`config.mk`:
```
export PLATFORM = sky130hd
export DESIGN_NAME = four_level_page_table_walker_unit_flat
export DESIGN_NICKNAME = d
export VERILOG_FILES = /design/src/design/ptw_pkg.sv /design/src/design/ptw_if.sv /design/src/design/ptw_walk.sv /design/src/design/four_level_page_table_walker_unit.sv /design/src/flat_wrapper.sv
export SDC_FILE = /design/constraint.sdc
export NUM_CORES = 1
export LEC_CHECK = 0
export BUFFER_PORTS_ARGS = -buffer_cell sky130_fd_sc_hd__buf_2
export CAP_MARGIN = 10
export CORE_MARGIN = 3
export CORE_UTILIZATION = 45
export CTS_CLUSTER_DIAMETER = 100
export DETAILED_ROUTE_END_ITERATION = 8
export GPL_TIMING_DRIVEN = 1
export PLACE_DENSITY_LB_ADDON = 0.12
export SLEW_MARGIN = 10
export SYNTH_ARGS = -nofsm -noshare
export SYNTH_HDL_FRONTEND = slang
export SYNTH_SLANG_ARGS = --single-unit
```
`constraint.sdc`:
```
create_clock -name i_clk -period 22.7 [get_ports i_clk]
set_input_delay 3.405 -clock i_clk [delete_from_list [all_inputs] [get_ports i_clk]]
set_output_delay 3.405 -clock i_clk [all_outputs]
set_load 0.05 [all_outputs]
```
`src/design/ptw_pkg.sv`:
```
package ptw_pkg;

    localparam int ADDR_W        = 52;
    localparam int VA_W          = 48;
    localparam int PTE_W         = 64;
    localparam int SIZE_W        = 6;
    localparam int IDX_W         = 9;
    localparam int OFFSET_BITS_4K = 12;
    localparam int PHYS_BITS_DEF = 52;

    localparam int PTE_PRESENT_BIT = 0;
    localparam int PTE_LARGE_BIT   = 7;

    localparam logic [1:0] LAST_LEVEL = 2'd3;

    localparam logic [SIZE_W-1:0] SIZE_LOG_4K  = 6'd12;
    localparam logic [SIZE_W-1:0] SIZE_LOG_2M  = 6'd21;
    localparam logic [SIZE_W-1:0] SIZE_LOG_TOP = 6'd39;

    localparam logic [ADDR_W-1:0] OFF_MASK_L0 = 52'h0_007F_FFFF_FFFF;
    localparam logic [ADDR_W-1:0] OFF_MASK_L1 = 52'h0_0000_3FFF_FFFF;
    localparam logic [ADDR_W-1:0] OFF_MASK_L2 = 52'h0_0000_001F_FFFF;
    localparam logic [ADDR_W-1:0] OFF_MASK_L3 = 52'h0_0000_0000_0FFF;

    typedef enum logic {
        OP_START = 1'b0,
        OP_ENTRY = 1'b1
    } t_op;

    typedef enum logic [1:0] {
        KIND_READ  = 2'd0,
        KIND_DONE  = 2'd1,
        KIND_FAULT = 2'd2,
        KIND_STRAY = 2'd3
    } t_kind;

    typedef struct packed {
        t_op               op;
        logic [ADDR_W-1:0] root_table;
        logic [VA_W-1:0]   virt_addr;
        logic [PTE_W-1:0]  table_entry;
    } t_ptw_item;

    typedef struct packed {
        t_kind             kind;
        logic [ADDR_W-1:0] read_addr;
        logic [ADDR_W-1:0] phys_addr;
        logic [SIZE_W-1:0] page_size_log;
    } t_ptw_result;

    function automatic logic [IDX_W-1:0] va_index(logic [VA_W-1:0] va, logic [1:0] lvl);
        logic [IDX_W-1:0] ix;
        case (lvl)
            2'd0:    ix = va[47:39];
            2'd1:    ix = va[38:30];
            2'd2:    ix = va[29:21];
            default: ix = va[20:12];
        endcase
        return ix;
    endfunction

    function automatic logic [ADDR_W-1:0] off_mask(logic [1:0] lvl);
        logic [ADDR_W-1:0] m;
        case (lvl)
            2'd0:    m = OFF_MASK_L0;
            2'd1:    m = OFF_MASK_L1;
            2'd2:    m = OFF_MASK_L2;
            default: m = OFF_MASK_L3;
        endcase
        return m;
    endfunction

    // A 1 GB page is reported with the 2 MB size.
    function automatic logic [SIZE_W-1:0] size_log(logic [1:0] lvl);
        logic [SIZE_W-1:0] s;
        case (lvl)
            2'd0:    s = SIZE_LOG_TOP;
            2'd1:    s = SIZE_LOG_2M;
            2'd2:    s = SIZE_LOG_2M;
            default: s = SIZE_LOG_4K;
        endcase
        return s;
    endfunction

endpackage

```
`src/design/ptw_if.sv`:
```
interface ptw_in_if import ptw_pkg::*; ();
    logic              valid;
    logic              ready;
    logic              op;
    logic [ADDR_W-1:0] root_table;
    logic [VA_W-1:0]   virt_addr;
    logic [PTE_W-1:0]  table_entry;

    modport source (output valid, op, root_table, virt_addr, table_entry, input ready);
    modport sink   (input valid, op, root_table, virt_addr, table_entry, output ready);
endinterface

interface ptw_out_if import ptw_pkg::*; ();
    logic              valid;
    logic              ready;
    t_kind             kind;
    logic [ADDR_W-1:0] read_addr;
    logic [ADDR_W-1:0] phys_addr;
    logic [SIZE_W-1:0] page_size_log;

    modport source (output valid, kind, read_addr, phys_addr, page_size_log, input ready);
    modport sink   (input valid, kind, read_addr, phys_addr, page_size_log, output ready);
endinterface

```
`src/design/ptw_walk.sv`:
```
module ptw_walk import ptw_pkg::*; #(
    parameter int PHYS_BITS = PHYS_BITS_DEF
) (
    input  logic        i_clk,
    input  logic        i_rst_n,
    input  logic        i_advance,
    input  t_ptw_item   i_item,
    output t_ptw_result o_result
);

    logic                 r_busy, n_busy;
    logic [1:0]           r_level, n_level;
    logic [VA_W-1:0]      r_vaddr, n_vaddr;

    logic                 w_start;
    logic [PHYS_BITS-1:0] w_next;
    logic [PHYS_BITS-1:0] a_base;
    logic [1:0]           a_level;
    logic [VA_W-1:0]      a_va;
    logic [PHYS_BITS-1:0] w_sum;
    logic [ADDR_W-1:0]    w_frame;
    logic [ADDR_W-1:0]    w_off;
    logic [ADDR_W-1:0]    w_large_pa;
    logic [ADDR_W-1:0]    w_small_pa;

    assign w_start = (i_item.op == OP_START);
    assign w_next  = {i_item.table_entry[PHYS_BITS-1:OFFSET_BITS_4K], {OFFSET_BITS_4K{1'b0}}};

    // The next entry address serves both a new walk and a descent by one level.
    assign a_base  = w_start ? i_item.root_table[PHYS_BITS-1:0] : w_next;
    assign a_level = w_start ? 2'd0 : r_level + 2'd1;
    assign a_va    = w_start ? i_item.virt_addr : r_vaddr;
    assign w_sum   = a_base + PHYS_BITS'({va_index(a_va, a_level), 3'b000});

    assign w_frame    = ADDR_W'(i_item.table_entry[PHYS_BITS-1:0]);
    assign w_off      = off_mask(r_level);
    assign w_large_pa = (w_frame & ~w_off) | (ADDR_W'(r_vaddr) & w_off);
    assign w_small_pa = ADDR_W'(w_next) | ADDR_W'(r_vaddr[OFFSET_BITS_4K-1:0]);

    always_comb begin
        n_busy   = r_busy;
        n_level  = r_level;
        n_vaddr  = r_vaddr;
        o_result = '0;
        if (w_start) begin
            n_busy             = 1'b1;
            n_level            = 2'd0;
            n_vaddr            = i_item.virt_addr;
            o_result.kind      = KIND_READ;
            o_result.read_addr = ADDR_W'(w_sum);
        end else if (!r_busy) begin
            o_result.kind = KIND_STRAY;
        end else if (!i_item.table_entry[PTE_PRESENT_BIT]) begin
            n_busy        = 1'b0;
            n_level       = 2'd0;
            o_result.kind = KIND_FAULT;
        end else if (i_item.table_entry[PTE_LARGE_BIT]) begin
            n_busy                 = 1'b0;
            n_level                = 2'd0;
            o_result.kind          = KIND_DONE;
            o_result.phys_addr     = w_large_pa;
            o_result.page_size_log = size_log(r_level);
        end else if (r_level == LAST_LEVEL) begin
            n_busy                 = 1'b0;
            n_level                = 2'd0;
            o_result.kind          = KIND_DONE;
            o_result.phys_addr     = w_small_pa;
            o_result.page_size_log = SIZE_LOG_4K;
        end else begin
            n_level            = a_level;
            o_result.kind      = KIND_READ;
            o_result.read_addr = ADDR_W'(w_sum);
        end
    end

    always_ff @(posedge i_clk) begin
        if (!i_rst_n) begin
            r_busy  <= 1'b0;
            r_level <= 2'd0;
        end else if (i_advance) begin
            r_busy  <= n_busy;
            r_level <= n_level;
        end
    end

    always_ff @(posedge i_clk) begin
        if (i_advance) begin
            r_vaddr <= n_vaddr;
        end
    end

endmodule

```
`src/design/four_level_page_table_walker_unit.sv`:
```
// Four-level page table walker. Each input transaction is either a walk start (root table
// address and virtual address) or a table entry fetched for the walk in progress, and each
// gives exactly one result transaction: a read request for the next entry, a finished
// translation with its page size, a not-present fault, or a flag for an entry that arrived
// with no walk in progress. A transaction is registered at the input, then handled against the
// walk state and placed in the result register once that register is empty or being taken;
// one transaction is taken every cycle while the result side keeps up. A new start drops any
// walk in progress.
module four_level_page_table_walker_unit import ptw_pkg::*; #(
    parameter int PHYS_BITS = PHYS_BITS_DEF
) (
    input  logic      i_clk,
    input  logic      i_rst_n,
    ptw_in_if.sink    i_in,
    ptw_out_if.source o_out
);

    logic        r_in_valid;
    t_ptw_item   r_in;
    logic        r_out_valid;
    t_ptw_result r_out;
    logic        w_advance;
    t_ptw_result w_result;

    assign w_advance  = r_in_valid && (!r_out_valid || o_out.ready);
    assign i_in.ready = !r_in_valid || w_advance;

    always_ff @(posedge i_clk) begin
        if (!i_rst_n) begin
            r_in_valid  <= 1'b0;
            r_out_valid <= 1'b0;
        end else begin
            if (i_in.ready) begin
                r_in_valid <= i_in.valid;
            end
            if (w_advance) begin
                r_out_valid <= 1'b1;
            end else if (o_out.ready) begin
                r_out_valid <= 1'b0;
            end
        end
    end

    always_ff @(posedge i_clk) begin
        if (i_in.ready && i_in.valid) begin
            r_in.op          <= t_op'(i_in.op);
            r_in.root_table  <= i_in.root_table;
            r_in.virt_addr   <= i_in.virt_addr;
            r_in.table_entry <= i_in.table_entry;
        end
        if (w_advance) begin
            r_out <= w_result;
        end
    end

    ptw_walk #(
        .PHYS_BITS (PHYS_BITS)
    ) u_walk (
        .i_clk     (i_clk),
        .i_rst_n   (i_rst_n),
        .i_advance (w_advance),
        .i_item    (r_in),
        .o_result  (w_result)
    );

    assign o_out.valid         = r_out_valid;
    assign o_out.kind          = r_out.kind;
    assign o_out.read_addr     = r_out.read_addr;
    assign o_out.phys_addr     = r_out.phys_addr;
    assign o_out.page_size_log = r_out.page_size_log;

endmodule

```
`src/flat_wrapper.sv`:
```
// flat-port wrapper written by rule: the top's interface ports become plain ports
module four_level_page_table_walker_unit_flat import ptw_pkg::*;
#(
    parameter int PHYS_BITS = PHYS_BITS_DEF
)
  (i_clk, i_rst_n, i_in_valid, i_in_op, i_in_root_table, i_in_virt_addr, i_in_table_entry, i_in_ready, o_out_valid, o_out_kind, o_out_read_addr, o_out_phys_addr, o_out_page_size_log, o_out_ready);
  ptw_in_if i_in_i ();
  ptw_out_if o_out_i ();
  input  logic i_clk;
  input  logic i_rst_n;
  input wire logic [$bits(i_in_i.valid)-1:0] i_in_valid;
  input wire logic [$bits(i_in_i.op)-1:0] i_in_op;
  input wire logic [$bits(i_in_i.root_table)-1:0] i_in_root_table;
  input wire logic [$bits(i_in_i.virt_addr)-1:0] i_in_virt_addr;
  input wire logic [$bits(i_in_i.table_entry)-1:0] i_in_table_entry;
  output wire logic [$bits(i_in_i.ready)-1:0] i_in_ready;
  output wire logic [$bits(o_out_i.valid)-1:0] o_out_valid;
  output wire logic [$bits(o_out_i.kind)-1:0] o_out_kind;
  output wire logic [$bits(o_out_i.read_addr)-1:0] o_out_read_addr;
  output wire logic [$bits(o_out_i.phys_addr)-1:0] o_out_phys_addr;
  output wire logic [$bits(o_out_i.page_size_log)-1:0] o_out_page_size_log;
  input wire logic [$bits(o_out_i.ready)-1:0] o_out_ready;
  assign i_in_i.valid = i_in_valid;
  assign i_in_i.op = i_in_op;
  assign i_in_i.root_table = i_in_root_table;
  assign i_in_i.virt_addr = i_in_virt_addr;
  assign i_in_i.table_entry = i_in_table_entry;
  assign i_in_ready = i_in_i.ready;
  assign o_out_valid = o_out_i.valid;
  assign o_out_kind = o_out_i.kind;
  assign o_out_read_addr = o_out_i.read_addr;
  assign o_out_phys_addr = o_out_i.phys_addr;
  assign o_out_page_size_log = o_out_i.page_size_log;
  assign o_out_i.ready = o_out_ready;
  four_level_page_table_walker_unit #(.PHYS_BITS(PHYS_BITS)) u_core (.i_clk(i_clk), .i_rst_n(i_rst_n), .i_in(i_in_i), .o_out(o_out_i));
endmodule
```
Yosys cells after proc, flatten, opt, wreduce, memory -nomap -nowiden
Index checks and enable logic that the tools add are counted.
- $mul: 0
- shifts and indexed selects: 0
- add/sub/neg operators: 2
- divide/modulo/power cells: 0
- bitwise logic cells: 6
- equal/unequal tests: 6
- muxes and demuxes: 29
- order comparisons: 0
- reductions and logical operators: 13
- operator list (cell ; count):
    $mux 110 ; 2
    $mux 52 ; 4
    $pmux 39 s3 ; 1
    $mux 58 ; 2
    $add 52x12->52 ; 1
    $and 48x52->52 ; 1
    $and 52x52->52 ; 1
    $not 52->52 ; 1
    $or 52x12->52 ; 1
    $or 52x52->52 ; 1
    $mux 48 ; 1
    $pmux 9 s3 ; 1
    $mux 2 ; 8
    $pmux 6 s2 ; 1
    $mux 1 ; 9
    $eq 2x2->1 const B ; 3
    $eq 2x1->1 const B ; 2
    $logic_not 2->1 ; 2
    $reduce_and 2->1 ; 2
    $reduce_and 3->1 ; 1
    $add 2x1->2 const B ; 1
    $logic_and 1x1->1 ; 2
    $logic_not 1->1 ; 2
    $logic_or 1x1->1 ; 2
    4 further kinds ; 4
- logic and storage cells: 70
- memories: 0
- output and inout port bits: 114
- latch bits: 0
- RAM bits: 0
- flip-flop bits (word level): 318
- bits of input ports: 169
- memory bits (read-only): 0

Depth between registers and ports, before layout
Gate-level depths: netlist of the first run.
- depth after elaboration: 10
- gate-level depth with buffers: 20
- gate-level depth less buffers: 14

Hierarchy
From an unflattened synthesis of the first run, not the netlist that was laid out.
- cell total of the unflattened synthesis: 983
- area total of the unflattened synthesis: 14186.1 µm²
- by module, submodules not included (module ; seq. area each (µm²) ; instances ; cells an instance ; area an instance (µm²)):
    four_level_page_table_walker_unit ; 8358.0 ; 1 ; 286 ; 8421.8
    ptw_walk ; 1501.4 ; 1 ; 697 ; 5764.3

Worst setup path after synthesis of the first run
Ideal clock, no wire load.
- kind: input port to flip-flop
- start: in o_out_ready
- end: reg u_core.u_walk.r_level[1]
- stages on the path: 5
- setup time: 76 ps
- required time: 22624 ps
- buffers on the path: 0
- data arrival time: 12068 ps
- path slack: 10557 ps
- path through: nor2b_1 > nor2b_1 > o21ai_0 > or3_1 > a21boi_0
- longest elaborated chain between the ends: 3
- ends and longest elaborated chain (item ; line ; text):
    start: declaration ; flat_wrapper.sv:22 ; input wire logic [$bits(o_out_i.ready)-1:0] o_out_ready;
    $logic_or 1x1->1 ; four_level_page_table_walker_unit.sv:25 ; assign w_advance = r_in_valid && (!r_out_valid || o_out.ready);
    $logic_and 1x1->1 ; four_level_page_table_walker_unit.sv:25 ;
    named net u_core.u_walk.i_advance ; ptw_walk.sv:6 ; input logic i_advance,
    $reduce_and 2->1 (no source line) ; - ;
    end signal: assignment ; ptw_walk.sv:82 ; r_level <= n_level;
    end: declaration ; ptw_walk.sv:12 ; logic [1:0] r_level, n_level;
The timed path passes the listed nets, and every way through them passes these cells.
A chain may end at the register's enable or synchronous reset.

Worst setup path in the final report of the first run
- start: in o_out_ready
- end: out i_in_ready
- longest elaborated chain between the ends: 3
- ends and longest elaborated chain (item ; line ; text):
    $logic_or 1x1->1 ; four_level_page_table_walker_unit.sv:25 ;
    $logic_and 1x1->1 ; four_level_page_table_walker_unit.sv:25 ;
    $logic_or 1x1->1 ; four_level_page_table_walker_unit.sv:26 ; assign i_in.ready = !r_in_valid || w_advance;
    end: declaration ; flat_wrapper.sv:16 ; output wire logic [$bits(i_in_i.ready)-1:0] i_in_ready;
Every way passes these cells.

==> results of run 1 <==
[per-stage QoR]
| stage | utilization [%] | setup WS [ps] |
|---|---|---|
| 2_1_floorplan | - | 10560 |
| 3_3_place_gp | 51.63 | 15160 |
| 3_5_place_dp | 51.63 | 15120 |
| 4_1_cts | 55.07 | 15120 |
| 5_1_grt | 55.09 | 15070 |
| 6_report | 55.09 | 15130 |
[cell usage after synthesis (6+ instances only)]
master,n
a21oi_1,30
a22o_1,19
a22oi_1,25
and2_1,30
and3_1,8
buf_2,12
clkbuf_1,21
edfxtp_1,302
ha_1,13
inv_1,11
mux2_2,40
mux2i_1,7
nand2_1,101
nand3_1,43
nand3b_1,19
nand4_1,14
nand4b_1,6
nor2_1,69
nor2b_1,19
nor3_1,12
o211ai_1,10
o21ai_0,30
o22ai_1,18
xnor2_1,31
xor2_1,16
[flip-flops by register name, indices dropped and copies added (netlist names)]
name / count
u_core.u_walk.r_busy: 1
u_core.r_in_valid: 1
u_core.o_out.phys_addr: 52
u_core.u_walk.r_vaddr: 48
u_core.o_out.read_addr: 52
u_core.o_out.kind: 2
u_core.o_out.valid: 1
u_core.r_in: 143
u_core.o_out.page_size_log: 5
u_core.u_walk.r_level: 2
[placed cells by master, fill, tap and decap left out, types with 3 or more instances in the layout]
master     instances
a31oi_1            3
o2111ai_1          4
clkinv_1           6
or2_2              4
xnor2_1           31
nand3b_1          19
a311oi_1           3
mux4_2             3
nand3_1           43
mux2_2            40
nand2b_1           4
mux2i_1            7
ha_1              13
edfxtp_1         302
o21ai_0           30
a21o_1             5
o21a_1             5
a211oi_1           5
inv_1             11
buf_2            260
buf_4              9
xor2_1            16
nor4_1             4
clkinv_2           5
nor2_1            67
a21oi_1           30
clkbuf_16         34
clkbuf_1          10
and2_1            29
nand4b_1           6
nand4_1           14
nor3_1            12
a22oi_1           25
a22o_1            19
nand2_1          101
o22ai_1           18
and3_1             8
o211ai_1          10
dfxtp_1            5
nor2b_1           18
[where the power goes]
part / leakage [nW] / internal [mW] / switching, mW
registers: 2.93 / 0.659 / 0.0204
clock network: 0.501 / 0.293 / 0.220
logic: 2.63 / 0.0415 / 0.0924
total: 6.06 / 0.994 / 0.333
[metal layers]
layer / global-route usage, % / vias to the layer above
met1: 32.52 / 4637
met3: 3.371 / 64
met2: 32.65 / 415
met5: 0 / -
met4: 6.294 / 0
li1: - / 4393
[area by class of cell]
| cell class | instances | share of cell area, % |
|---|---|---|
| repair buffers | 270 | 8.438 |
| well taps | 390 | 2.965 |
| flip-flops and latches | 307 | 55.71 |
| clock buffers | 45 | 5.481 |
| clock inverters | 17 | 0.7754 |
| diodes | 2 | 0.03041 |
| inverters | 11 | 0.2509 |
| multi-input cells | 645 | 26.35 |
[cell families (layout without fill, tap and decap cells)]
kind of cell,after synthesis,count (layout),share of synthesized area [%]
adders and majority gates,14,14,1.331
and+or+nand+nor,347,347,12.96
buffers and inverters,53,343,1.696
xor gates and xnor gates,47,47,3.000
muxes,50,50,4.285
DFF,307,307,66.81
AOI/OAI and AO/OA,187,187,9.911
other,0,2,0
[worst paths after layout]
path / start / endpoint / cells past startpoint
setup / recovery: o_out_ready / i_in_ready / 4
hold / removal: u_core.r_in[71]$_DFFE_PP_ / u_core.u_walk.r_vaddr[7]$_DFFE_PP_ / 0
setup reg to reg: u_core.u_walk.r_level[0]$_SDFFE_PN0P_ / u_core.o_out.read_addr[29]$_DFFE_PP_ / 14
hold reg to reg: u_core.r_in[71]$_DFFE_PP_ / u_core.u_walk.r_vaddr[7]$_DFFE_PP_ / 0
[worst max-delay path, stage by stage]
cell and delay, ps:
buf_2 100, nor2b_1 300, nand2_1 130, buf_2 230
==> results.yml, run 1 <==
sta:
  drv_slew: 0
  hold_viol: 0
  timing.final.crit_share_pct: 33.34
  finClkSkew_ps: 19.85
  worst-slew-pin-transition_ps: 1084
  fmax_mhz: 132.1
  setup_violations: 0
  setup_tns_ps: 0
  max_slew_margin_pct: 27.73
  rsz0062_at_grt: "no"
  min_period_ps: 7568
  timing.hold.ws_ps: 416.2
cells_and_area:
  fin_cells: 1687
  multi_input_area_um2: 4337
  final_net_count: 1452
  drive_gt1_share_pct: 29.65
  finish.instance_area_um2: 16460
  n_fill_cell: 2577
  register_area_um2: 9169
  syn2layout_area_growth_pct: 19.93
pwr:
  fin_total_pwr_mw: 1.326
  p_per_area_nw_per_um2: 80.59
  p_leak_nw: 6.060
  irDropWorstVdd_mv: 0.06494
route:
  first_pass_iters: 6
  routed_wl_um: 36360
  met1Wirelength_um: 16420
  viasPerCell: 5.637
  dr_wl_met3_um: 2476
  initialDrtViolationCount: 796
  top_layer: "met4"
  via_count: 9509
  ant_nets: 0
  wire_per_inst_um: 21.55
  met2_length_um: 16550
  drc: 0
floorplan:
  rows: 63
  io_pins: 283
  die_width_um: 180.6
  die_y_um: 180.6
  die_area_um2: 32630
  core_area_um2: 29870
  initial_core_util_pct: 45.94
clock_network:
  cts_resized: 0
  clkTransAtPathRegs_ps: 50
  cts_setup_buffers: 0
  cts_tree: "built"
  clk_latency_ps: 520
  cts_made_buffers: 34
  cts_root_buf: "clkbuf_16"
  clockBufferDepth: 3
  hold_buffers: 0
  cts_sinks: 307
  ctsHtreeMaxLevel: 2
job:
  maxCapViolations: 0
yosys:
  ys.flop_type: "edfxtp_1"
  synth_cells: 1005
  synth_nets: 1188
  yosys_warnings: 0
  synthTopCellsByArea: "edfxtp_1, mux2_2, nand2_1"
  synth_area_um2: 13720
  synth_top_area_share_pct: 66.08
  seq_area_frac_synth_pct: 66.81
  synth_area_per_cell_um2: 13.65
  synth_seq_cells: 307
  yosys.area.top_type: "edfxtp_1"
  ys_async_sr_fraction_pct: 0
  synth-edff-count: 302
  synthDistinctLibCells: 72
setup_path:
  path_max_fanout: 4
  cp.required_ps: 19300
  regToRegSetupSlack_ps: 17550
  endpoint_kind: "output port"
  crit_arrival_ps: 4160
  worstSetupStartpointType: "primary input"
  critPathKind: "in2out"
placed_design:
  dp_cells: 1623
  io_buffers: 260
  gp_congestion: 0.8312
  placed_area_um2: 15420
  dp_hpwl_um: 25040
global_route:
  grt_pass1_wl_um: 54170
  grt_overflow: 0
  grt_pass1_vias: 9080
  grt_antenna_before_repair: 3
  grt_max_degree: 184
  grtUsageTotal_pct: 21.59
status:
  status: "finished clean"
worst_hold_path:
  worstHoldPathType: "reg2reg"
No activity file was read; power rests on OpenSTA's default activity.
==> run 2, diff against run 1 <==
==> constraint.sdc (replaced) <==
create_clock -name i_clk -period 6.2 [get_ports i_clk]
set_input_delay 0.93 -clock i_clk [delete_from_list [all_inputs] [get_ports i_clk]]
set_output_delay 0.93 -clock i_clk [all_outputs]
set_load 0.05 [all_outputs]
==> results.yml, run 2 (synthesis gave the netlist of run 1 again) <==
pwr:
  p_per_area_nw_per_um2: 301.7
  p_leak_nw: 6.126
  fin_total_pwr_mw: 5.008
  irDropWorstVdd_mv: 0.1953
setup_path:
  endpoint_kind: "flop"
  worstSetupStartpointType: "flop"
  path_max_fanout: 19
  critPathKind: "reg2reg"
  crit_arrival_ps: 5420
  path_cells: "inv_1 > ha_1 > nand2_1 > or2_2 > a21oi_1 > nor2_1 > ha_1 > nand3_1 > nor3_1 > o21bai_1 > buf_4 > nor3_1 > a22oi_1 > nand2b_1"
  path_buf_inv: 2
  slowest_delay_ps: 780
  cp_top_family: "simple AND/OR/NAND/NOR gates"
  cp.required_ps: 6450
  slowest_stage: "ha_1"
clock_network:
  clk_latency_ps: 520
  hold_buffers: 0
  clockBufferDepth: 3
  cts_sinks: 307
  clkTransAtPathRegs_ps: 60
  cts_tree: "built"
  cts_root_buf: "clkbuf_16"
  cts_setup_buffers: 0
  cts_resized: 0
  cts_made_buffers: 34
  ctsHtreeMaxLevel: 2
route:
  via_count: 9508
  routed_wl_um: 36780
  viasPerCell: 5.619
  wire_per_inst_um: 21.74
  ant_nets: 0
  initialDrtViolationCount: 910
  drc: 0
  first_pass_iters: 7
cells_and_area:
  largest_reg_flops: 143
  n_fill_cell: 2532
  top_register: "u_core.r_in"
  drive_gt1_share_pct: 30.18
  layout_commonest_cell: "edfxtp_1"
  final_net_count: 1456
  final_cell_mix: "edfxtp_1, buf_2, nand2_1"
  syn2layout_area_growth_pct: 20.94
sta:
  timing.final.crit_share_pct: 83.30
  setup_violations: 0
  min_period_ps: 5165
  max_slew_margin_pct: 24.44
  worst-slew-pin-transition_ps: 1132
  hold_viol: 0
  setup_tns_ps: 0
  finClkSkew_ps: 18.31
  rsz0062_at_grt: "no"
  drv_slew: 0
  fmax_mhz: 193.6
status:
  status: "finished clean"
placed_design:
  io_buffers: 260
  dp_hpwl_um: 25730
  gp_congestion: 0.8703
job:
  maxCapViolations: 0
floorplan:
  rows: 63
  initial_core_util_pct: 45.94
  io_pins: 283
  core_area_um2: 29870
  die_y_um: 180.6
  die_area_um2: 32630
  die_width_um: 180.6
global_route:
  grt_overflow: 0
  grt_pass1_wl_um: 54960
  grt_max_degree: 99
  grt_antenna_before_repair: 3
  grt_pass1_vias: 9231
  grtUsageTotal_pct: 21.81
worst_hold_path:
  worstHoldPathType: "reg2reg"
run 2: changes by cell type in the layout (fill, tap and decap cells not counted), sizes merged:
cell	change
clkinvlp	+1
diode	+1
buf	+4
clkinv	-4
bufinv	+3
run 2: report_power, final:
part	internal (mW)	switching, mW
clock	1.22	0.810
combinational	0.154	0.337
sequential	2.41	0.0784
run 2: path summary, 6_finish.rpt:
check / cells past startpoint / slack (ps) / from / to
max: 14 / 1040 / u_core.u_walk.r_level[0]$_SDFFE_PN0P_ / u_core.o_out.read_addr[45]$_DFFE_PP_
min: 0 / 420 / u_core.r_in[66]$_DFFE_PP_ / u_core.u_walk.r_vaddr[2]$_DFFE_PP_
max reg2reg: 14 / 1040 / u_core.u_walk.r_level[0]$_SDFFE_PN0P_ / u_core.o_out.read_addr[45]$_DFFE_PP_
min reg2reg: 0 / 420 / u_core.r_in[66]$_DFFE_PP_ / u_core.u_walk.r_vaddr[2]$_DFFE_PP_
run 2: worst register-to-register path: stages, from the launching register on:
cell	delay, ps
dfxtp_1	630
inv_1	280
ha_1	780
nand2_1	310
or2_2	350
a21oi_1	140
nor2_1	120
ha_1	400
nand3_1	150
nor3_1	250
o21bai_1	120
buf_4	200
nor3_1	770
a22oi_1	200
nand2b_1	200
run 2: cell type report:
type	instances	area (µm²)	area share, %
Antenna cell	3	7.507	0.04523
Clock buffer	45	913.4	5.503
Clock inverter	17	210.2	1.266
Inverter	11	41.29	0.2488
Multi-Input combinational cell	645	4337	26.13
Sequential cell	307	9169	55.24
Tap cell	390	488.0	2.940
Timing Repair Buffer	274	1431	8.624
run 2: metal layers:
metal	routed length (µm)	global-route usage (%)
met5	0	0
met4	884	6.356
met3	2858	4.623
met2	16600	33.18
met1	16440	31.86
run 2: per-stage QoR:
| step | instances | area [µm²] | utilization [%] | hold WS, ps | setup slack (ps) |
|---|---|---|---|---|---|
| 2_1_floorplan | 1005 | 13730 | - | 400.3 | 935.9 |
| 4_1_cts | 1689 | 16590 | 55.53 | 419.2 | 1075 |
| 3_5_place_dp | 1627 | 15470 | 51.77 | 405.4 | 1104 |
| 6_report | 1692 | 16600 | 55.56 | 416.6 | 1035 |
| 3_3_place_gp | 1627 | 15470 | 51.77 | 400.6 | 1167 |
| 5_1_grt | 1692 | 16600 | 55.56 | 423.3 | 516.6 |
